[src/rtl/hce_pkg.sv]
// Shared types and constants for the Hilbert curve index encoder.
package hce_pkg;

    localparam int COORD_W  = 16;
    localparam int DIST_W   = 32;
    localparam int SAMPLE_W = 32;
    localparam int ORDER_W  = 5;

    localparam logic [ORDER_W-1:0] ORDER_RESET = ORDER_W'(5);

    typedef struct packed {
        logic [COORD_W-1:0]  x;
        logic [COORD_W-1:0]  y;
        logic [DIST_W-1:0]   curve_idx;
        logic [SAMPLE_W-1:0] sample;
    } t_item;

endpackage

[src/rtl/hce_cell.sv]
// One curve level: quadrant bits, distance digit, reflect and swap, registered.
module hce_cell #(
    parameter int LEVEL = 0
) (
    input  logic                          i_clk,
    input  logic                          i_rst_n,
    input  logic                          i_en,
    input  logic [hce_pkg::ORDER_W-1:0]   i_order,
    input  logic                          i_vld,
    input  hce_pkg::t_item                i_item,
    output logic                          o_vld,
    output hce_pkg::t_item                o_item
);
    import hce_pkg::*;

    localparam logic [COORD_W-1:0] LOW_MASK = COORD_W'((1 << LEVEL) - 1);

    logic   r_vld;
    t_item  r_item;
    t_item  n_item;
    logic   active;
    logic   rx;
    logic   ry;
    logic [COORD_W-1:0] xa;
    logic [COORD_W-1:0] ya;

    assign active = ORDER_W'(LEVEL) < i_order;
    assign rx     = i_item.x[LEVEL];
    assign ry     = i_item.y[LEVEL];

    always_comb begin
        n_item = i_item;
        xa     = i_item.x;
        ya     = i_item.y;
        if (active) begin
            n_item.curve_idx[2*LEVEL +: 2] = {rx, rx ^ ry};
            if (!ry) begin
                if (rx) begin
                    xa = ~i_item.x;
                    ya = ~i_item.y;
                end
                n_item.x = ya & LOW_MASK;
                n_item.y = xa & LOW_MASK;
            end else begin
                n_item.x = i_item.x & LOW_MASK;
                n_item.y = i_item.y & LOW_MASK;
            end
        end
    end

    always_ff @(posedge i_clk) begin
        if (!i_rst_n) begin
            r_vld <= 1'b0;
        end else if (i_en) begin
            r_vld <= i_vld;
        end
    end

    always_ff @(posedge i_clk) begin
        if (i_en) begin
            r_item <= n_item;
        end
    end

    assign o_vld  = r_vld;
    assign o_item = r_item;

endmodule

[src/rtl/hilbert_curve_index_encoder.sv]
// Top level of the Hilbert curve index encoder.
// Takes one pixel per clock unless stalled and gives its Hilbert curve distance within
// a square of side 2^curve_order, with the sample alongside. The chain is an input
// register that crops pixels outside the square, then one cell per curve level,
// top bit first; the last cell is the output register. Cropped pixels produce no
// transfer. The whole chain advances together and stalls while a result waits.
// curve_order above MAX_ORDER acts as MAX_ORDER; write it only while the chain is empty.
module hilbert_curve_index_encoder #(
    parameter int MAX_ORDER = 16
) (
    input  logic        i_clk,
    input  logic        i_rst_n,
    input  logic        i_cfg_valid,
    output logic        o_cfg_ready,
    input  logic [4:0]  i_cfg_data,       // curve_order
    input  logic        i_s_axis_tvalid,
    output logic        o_s_axis_tready,
    input  logic [63:0] i_s_axis_tdata,   // [15:0] pixel_col, [31:16] pixel_row,
                                          // [63:32] sample_bits
    output logic        o_m_axis_tvalid,
    input  logic        i_m_axis_tready,
    output logic [63:0] o_m_axis_tdata    // [31:0] curve_distance, [63:32] sample_out
);
    import hce_pkg::*;

    localparam logic [ORDER_W-1:0] MAX_ORD = ORDER_W'(MAX_ORDER);

    logic [ORDER_W-1:0] r_curve_order;
    logic [ORDER_W-1:0] order;
    logic               en;
    logic               in_square;
    logic [COORD_W-1:0] col;
    logic [COORD_W-1:0] row;
    logic               r_vld;
    t_item              r_item;
    logic               vld [MAX_ORDER+1];
    t_item              item [MAX_ORDER+1];

    always_ff @(posedge i_clk) begin
        if (!i_rst_n) begin
            r_curve_order <= ORDER_RESET;
        end else if (i_cfg_valid) begin
            r_curve_order <= i_cfg_data;
        end
    end

    assign o_cfg_ready = 1'b1;
    assign order       = (r_curve_order > MAX_ORD) ? MAX_ORD : r_curve_order;

    assign en              = !vld[MAX_ORDER] || i_m_axis_tready;
    assign o_s_axis_tready = en;

    assign col       = i_s_axis_tdata[15:0];
    assign row       = i_s_axis_tdata[31:16];
    assign in_square = ((col | row) >> order) == '0;

    always_ff @(posedge i_clk) begin
        if (!i_rst_n) begin
            r_vld <= 1'b0;
        end else if (en) begin
            r_vld <= i_s_axis_tvalid && in_square;
        end
    end

    always_ff @(posedge i_clk) begin
        if (en) begin
            r_item.x         <= col;
            r_item.y         <= row;
            r_item.curve_idx <= '0;
            r_item.sample    <= i_s_axis_tdata[63:32];
        end
    end

    assign vld[0]  = r_vld;
    assign item[0] = r_item;

    for (genvar k = 0; k < MAX_ORDER; k++) begin : g_cell
        hce_cell #(
            .LEVEL (MAX_ORDER - 1 - k)
        ) u_cell (
            .i_clk   (i_clk),
            .i_rst_n (i_rst_n),
            .i_en    (en),
            .i_order (order),
            .i_vld   (vld[k]),
            .i_item  (item[k]),
            .o_vld   (vld[k+1]),
            .o_item  (item[k+1])
        );
    end

    assign o_m_axis_tvalid = vld[MAX_ORDER];
    assign o_m_axis_tdata  = {item[MAX_ORDER].sample, item[MAX_ORDER].curve_idx};

endmodule

[config.mk]
export PLATFORM = sky130hd
export DESIGN_NAME = hilbert_curve_index_encoder
export DESIGN_NICKNAME = d
export VERILOG_FILES = /design/src/rtl/hce_pkg.sv /design/src/rtl/hce_cell.sv /design/src/rtl/hilbert_curve_index_encoder.sv
export SDC_FILE = /design/constraint.sdc
export NUM_CORES = 1
export LEC_CHECK = 0
export BUFFER_PORTS_ARGS = -buffer_cell sky130_fd_sc_hd__buf_2
export CAP_MARGIN = 15
export CORE_MARGIN = 2
export CORE_UTILIZATION = 50
export CTS_BUF_LIST = sky130_fd_sc_hd__clkbuf_4
export CTS_CLUSTER_SIZE = 30
export DETAILED_ROUTE_END_ITERATION = 7
export PLACE_DENSITY = 0.69
export SYNTH_ARGS = -nofsm -noshare
export SYNTH_HDL_FRONTEND = slang
export SYNTH_SLANG_ARGS = --single-unit
[constraint.sdc]
create_clock -name i_clk -period 46 [get_ports i_clk]
set_input_delay 9.2 -clock i_clk [delete_from_list [all_inputs] [get_ports i_clk]]
set_output_delay 9.2 -clock i_clk [all_outputs]
set_load 0.1 [all_outputs]
## After elaboration in Yosys (flattened, before gate mapping)

Index checks and enable logic that the tools add are counted.

- Bits of input ports: 74
- Output and inout bits: 67
- Flip-flop bits (word level): 1215
- Word-level logic and storage cells: 228

- Reduce and logical (&&, ||, !) cells: 4
- Order comparisons: 17
- Bitwise gates (word level): 47
- Muxes and demuxes: 61
- Shifts and indexed selects: 1

Operator list:

| cell | number |
|---|---|
| two-way mux 30 bit | 2 |
| two-way mux 29 bit | 2 |
| two-way mux 28 bit | 2 |
| two-way mux 27 bit | 2 |
| two-way mux 26 bit | 2 |
| two-way mux 25 bit | 2 |
| two-way mux 24 bit | 2 |
| two-way mux 23 bit | 2 |
| two-way mux 22 bit | 2 |
| two-way mux 21 bit | 2 |
| less-than comparator 4 x 5 -> 1 bit, first input constant | 8 |
| two-way mux 20 bit | 2 |
| two-way mux 19 bit | 2 |
| two-way mux 18 bit | 2 |
| two-way mux 17 bit | 2 |
| two-way mux 33 bit | 1 |
| two-way mux 31 bit | 1 |
| two-way mux 15 bit | 2 |
| NOT 15 bit | 2 |
| two-way mux 14 bit | 2 |
| NOT 14 bit | 2 |
| two-way mux 13 bit | 2 |
| NOT 13 bit | 2 |
| two-way mux 12 bit | 2 |
| other kinds (34) | 78 |

## Longest topological paths before layout

- Depth after elaboration: 5
- Mapped depth: 8
- Depth with buffers taken out: 7

## By module

A second synthesis with hierarchy kept.

- Cell total of the unflattened synthesis: 2782
- Area total of the unflattened synthesis: 57976.9 um^2

Modules (own cells, without submodules):

| module | area each (um^2) | times used | cells each | seq. area each (um^2) |
|---|---|---|---|---|
| hce_cell at g_cell[0].u_cell | 3777.4 | 1 | 173 | 2902.8 |
| hce_cell at g_cell[2].u_cell | 3667.3 | 1 | 201 | 2902.8 |
| hce_cell at g_cell[1].u_cell | 3663.5 | 1 | 206 | 2902.8 |
| hce_cell at g_cell[3].u_cell | 3651.0 | 1 | 170 | 2902.8 |
| hce_cell at g_cell[5].u_cell | 3578.4 | 1 | 164 | 2902.8 |
| hce_cell at g_cell[4].u_cell | 3530.9 | 1 | 191 | 2902.8 |
| hce_cell at g_cell[6].u_cell | 3522.1 | 1 | 162 | 2902.8 |
| hce_cell at g_cell[7].u_cell | 3504.6 | 1 | 159 | 2902.8 |
| hce_cell at g_cell[8].u_cell | 3452.1 | 1 | 155 | 2902.8 |
| hce_cell at g_cell[9].u_cell | 3412.0 | 1 | 168 | 2902.8 |
| hce_cell at g_cell[10].u_cell | 3382.0 | 1 | 164 | 2902.8 |
| hce_cell at g_cell[11].u_cell | 3324.4 | 1 | 152 | 2902.8 |
| hce_cell at g_cell[12].u_cell | 3280.6 | 1 | 154 | 2902.8 |
| hce_cell at g_cell[13].u_cell | 3274.4 | 1 | 149 | 2902.8 |
| 3 more rows | -- | -- | -- | -- |

## Least setup slack after synthesis

OpenSTA, ideal clock, no wires.

- Path type: in2out
- From: input port i_m_axis_tready
- To: output port o_s_axis_tready
- Path buffers: 2
- Path slack: -2834 ps
- Data arrival time: 39634 ps
- Required time: 36800 ps
- Stages: 4
- Cell sequence: nor2b_1 > buf_2 > clkinv_1 > buf_1

- Cells in the longest elaborated chain, start to end: 1

Ends and longest elaborated chain:

| element | RTL line | text |
|---|---|---|
| from (decl) | hilbert_curve_index_encoder.sv:21 | `input logic i_m_axis_tready,` |
| logical OR 1 bit | hilbert_curve_index_encoder.sv:50 | `assign en = !vld[MAX_ORDER] \|\| i_m_axis_tready;` |
| to (decl) | hilbert_curve_index_encoder.sv:17 | `output logic o_s_axis_tready,` |

No other way between the ends.

## Worst setup path in the final report

Ends and elaborated chain as after synthesis.

==> impl_metrics.toml <==
[cts]
clock_latency_ns = 1.04
cts_resized = 0
cts_made_buffers = 299
hold_buffers = 0
cts.path.max_buffers = 4
cts.reportedPaths.clkPinSlew_ns = 0.06
postCtsSetupBuffers = 0
clkSinkCount = 1110
cts_root_buf = "clkbuf_4"
cts_tree = "done"
htreeDepth = 5

[sta]
max_slew_margin_pct = 23.4
fin_ws_ns = 26.04
finalSetupTns_ns = 0
final_max_slew_viol_count = 0
skew_ns = 0.0937
hold_slack_ns = 0.359
fin_crit_sh_pct = 43.4
min_period_ns = 19.96
rsz0062_at_grt = "false"
fmax_mhz = 50.1
finalHoldViolCount = 0
tightestPinTransition_ns = 1.15
setup-violations-final = 0

[yosys]
mappedNetlistNets = 2255
avgSynthCellArea_um2 = 18.0
synth_edf_count = 1088
postSynth.asyncResetShare_pct = 0
synthXorXnorAreaFrac_pct = 5.72
yosys.area_share.simple_pct = 4.01
synth-compound-area-share_pct = 4.23
synthMuxAreaShare_pct = 0.504
ys_seq_area_share_pct = 84.5
syn_area_um2 = 39200
synth_adder_area_share_pct = 0
synth_warnings = 0
synth_top_flop_cell = "edfxtp_1"
synth-seq-cells = 1110
synth_top_family_by_area = "XOR/XNOR gates"
syn_inst = 2181
ys_types = 47

[layout]
final_cell_area_um2 = 44800
layout-drive-gt1-share_pct = 23.0
area_growth_pct = 14.2
final_core_util_pct = 57.7
nets = 2625

[floorplanning]
core-area_um2 = 77600
rows = 102
dieArea_um2 = 80700
initial_core_util_pct = 50.5
die_width_um = 284
io_pins = 141
die_h_um = 284

[pwr]
p_switching_w = 0.000627
leakage_nw = 16.8
vdd_drop_max_uv = 28.4
p_clk_share_pct = 32.9
power_density_nw_per_um2 = 55.5
sw_frac_of_total_pct = 25.2
intPower_w = 0.00186
pwr-share-comb_pct = 12.1
pwr-share-seq_pct = 55.0

[routing]
viasPerCell = 4.83
vias = 18313
route.detailed.drc = 0
dr.pass1.iters = 6
wire_per_inst_um = 14.3
ant_nets = 0
drt_iter0_drc = 1275
wl_mm = 54.1

[run]
maxCapViolations = 0

[placement]
gp_congestion = 0.896
port_buffers = 139
detailed_place_hpwl_mm = 29.8
placed_area_um2 = 41000
dp_slack_ns = 25.95

[global_route]
grt_pass1_vias = 18618
grt_max_degree = 205
grt_usage_pct = 13.4
grt_pass1_wl_mm = 87.9
antenna_found_initial = 2
grt.overflow.total = 0

[setup_path]
end_kind = "output port"
crit_required_ns = 36.80
startpoint_type = "input port"
cp.arrival_ns = 10.76
path_class = "input port to output port"
path_max_fanout = 129

[outcome]
outcome = "completed"

[min_path]
min_path_type = "register to register"
-- per-stage QoR --
| stage | instances | power (W) |
|---|---|---|
| CTS | 3780 | 0.00252 |
| global route | 3789 | 0.00262 |
| floorplan | 2181 | 0.00161 |
| detailed placement | 3284 | 0.00169 |
| global placement | 3284 | 0.00167 |
| finish | 3789 | 0.00249 |
-- power groups by stage --
stage                     registers, W  logic, W  clock network, W
after floorplan                0.00142  0.000197                 0
after global placement         0.00138  0.000285                 0
after detailed placement       0.00139  0.000296                 0
after CTS                      0.00137  0.000300          0.000855
after global routing           0.00138  0.000331          0.000908
final                          0.00137  0.000301          0.000817
-- logic make-up after synthesis --
group | count (synthesis)
xor gates and xnor gates | 256
muxes | 17
buffers and inverters | 103
DFF | 1110
and+or+nand+nor | 386
other | 1
AOI/OAI and AO/OA | 308
-- path summary, 6_finish.rpt --
path | from | to | slack (ns) | cells past startpoint
min reg2reg | g_cell[8].u_cell.o_item[15] | g_cell[9].u_cell.o_item[15] | 0.36 | 0
max | i_m_axis_tready | o_s_axis_tready | 26.04 | 5
min | g_cell[8].u_cell.o_item[15] | g_cell[9].u_cell.o_item[15] | 0.36 | 0
max reg2reg | g_cell[15].u_cell.o_vld | g_cell[13].u_cell.o_item[10] | 41.98 | 8
-- cells in the mapped netlist (3+ instances only) --
master / n / area [um2]
buf_1: 17 / 63.8
a31oi_1: 4 / 25.0
nor2_1: 249 / 935
nand2_1: 86 / 323
inv_1: 3 / 11.3
mux2i_1: 13 / 130
nand2b_1: 3 / 18.8
clkbuf_1: 61 / 229
nand3_1: 4 / 20.0
edfxtp_1: 1088 / 32700
a21oi_1: 212 / 1060
a21boi_0: 15 / 113
nor3_1: 9 / 45.0
dfxtp_1: 22 / 440
nor2b_1: 21 / 131
xnor2_1: 256 / 2240
o22ai_1: 4 / 25.0
o21ai_0: 51 / 255
buf_2: 18 / 90.1
nor4b_1: 3 / 26.3
a211oi_1: 5 / 37.5
o211ai_1: 4 / 30.0
-- state kept, by name (all words and copies together) (netlist names) --
register              cells
r_curve_order             5
g_cell.u_cell.o_item   1024
item                     64
g_cell.u_cell.o_vld      16
r_vld                     1
-- placed cells by master, fill, tap and decap left out, types with 15 or more instances in the layout --
cell type	Yosys	final
edfxtp_1	1088	1088
clkbuf_4	0	433
xnor2_1	256	256
nor2_1	249	243
a21oi_1	212	212
buf_2	18	139
nand2_1	86	86
o21ai_0	51	51
clkinv_1	2	46
dfxtp_1	22	22
nor2b_1	21	21
buf_4	1	20
a21boi_0	15	15
-- critical path, stage by stage --
cell     delay (ns)
buf_2          0.08
nor2b_1        0.04
buf_4          0.20
inv_8          0.58
buf_2          0.63
-- area by class of cell --
cell class	instances	area, um2
sequential	1110	33100
multi-input combinational	968	5690
antenna	3	7.51
inverter	5	26.3
clock inverter	63	382
clock buffer	433	3250
fill	5947	32800
timing repair buffer	167	1020
tap	1040	1300
-- routing by layer --
layer / GRT usage (%) / wire length (um)
met5: 0 / 0
met4: 7.20 / 1620
met3: 5.14 / 3640
met2: 20.8 / 25900
met1: 16.4 / 23000
Power figures use the tool's default switching activity.
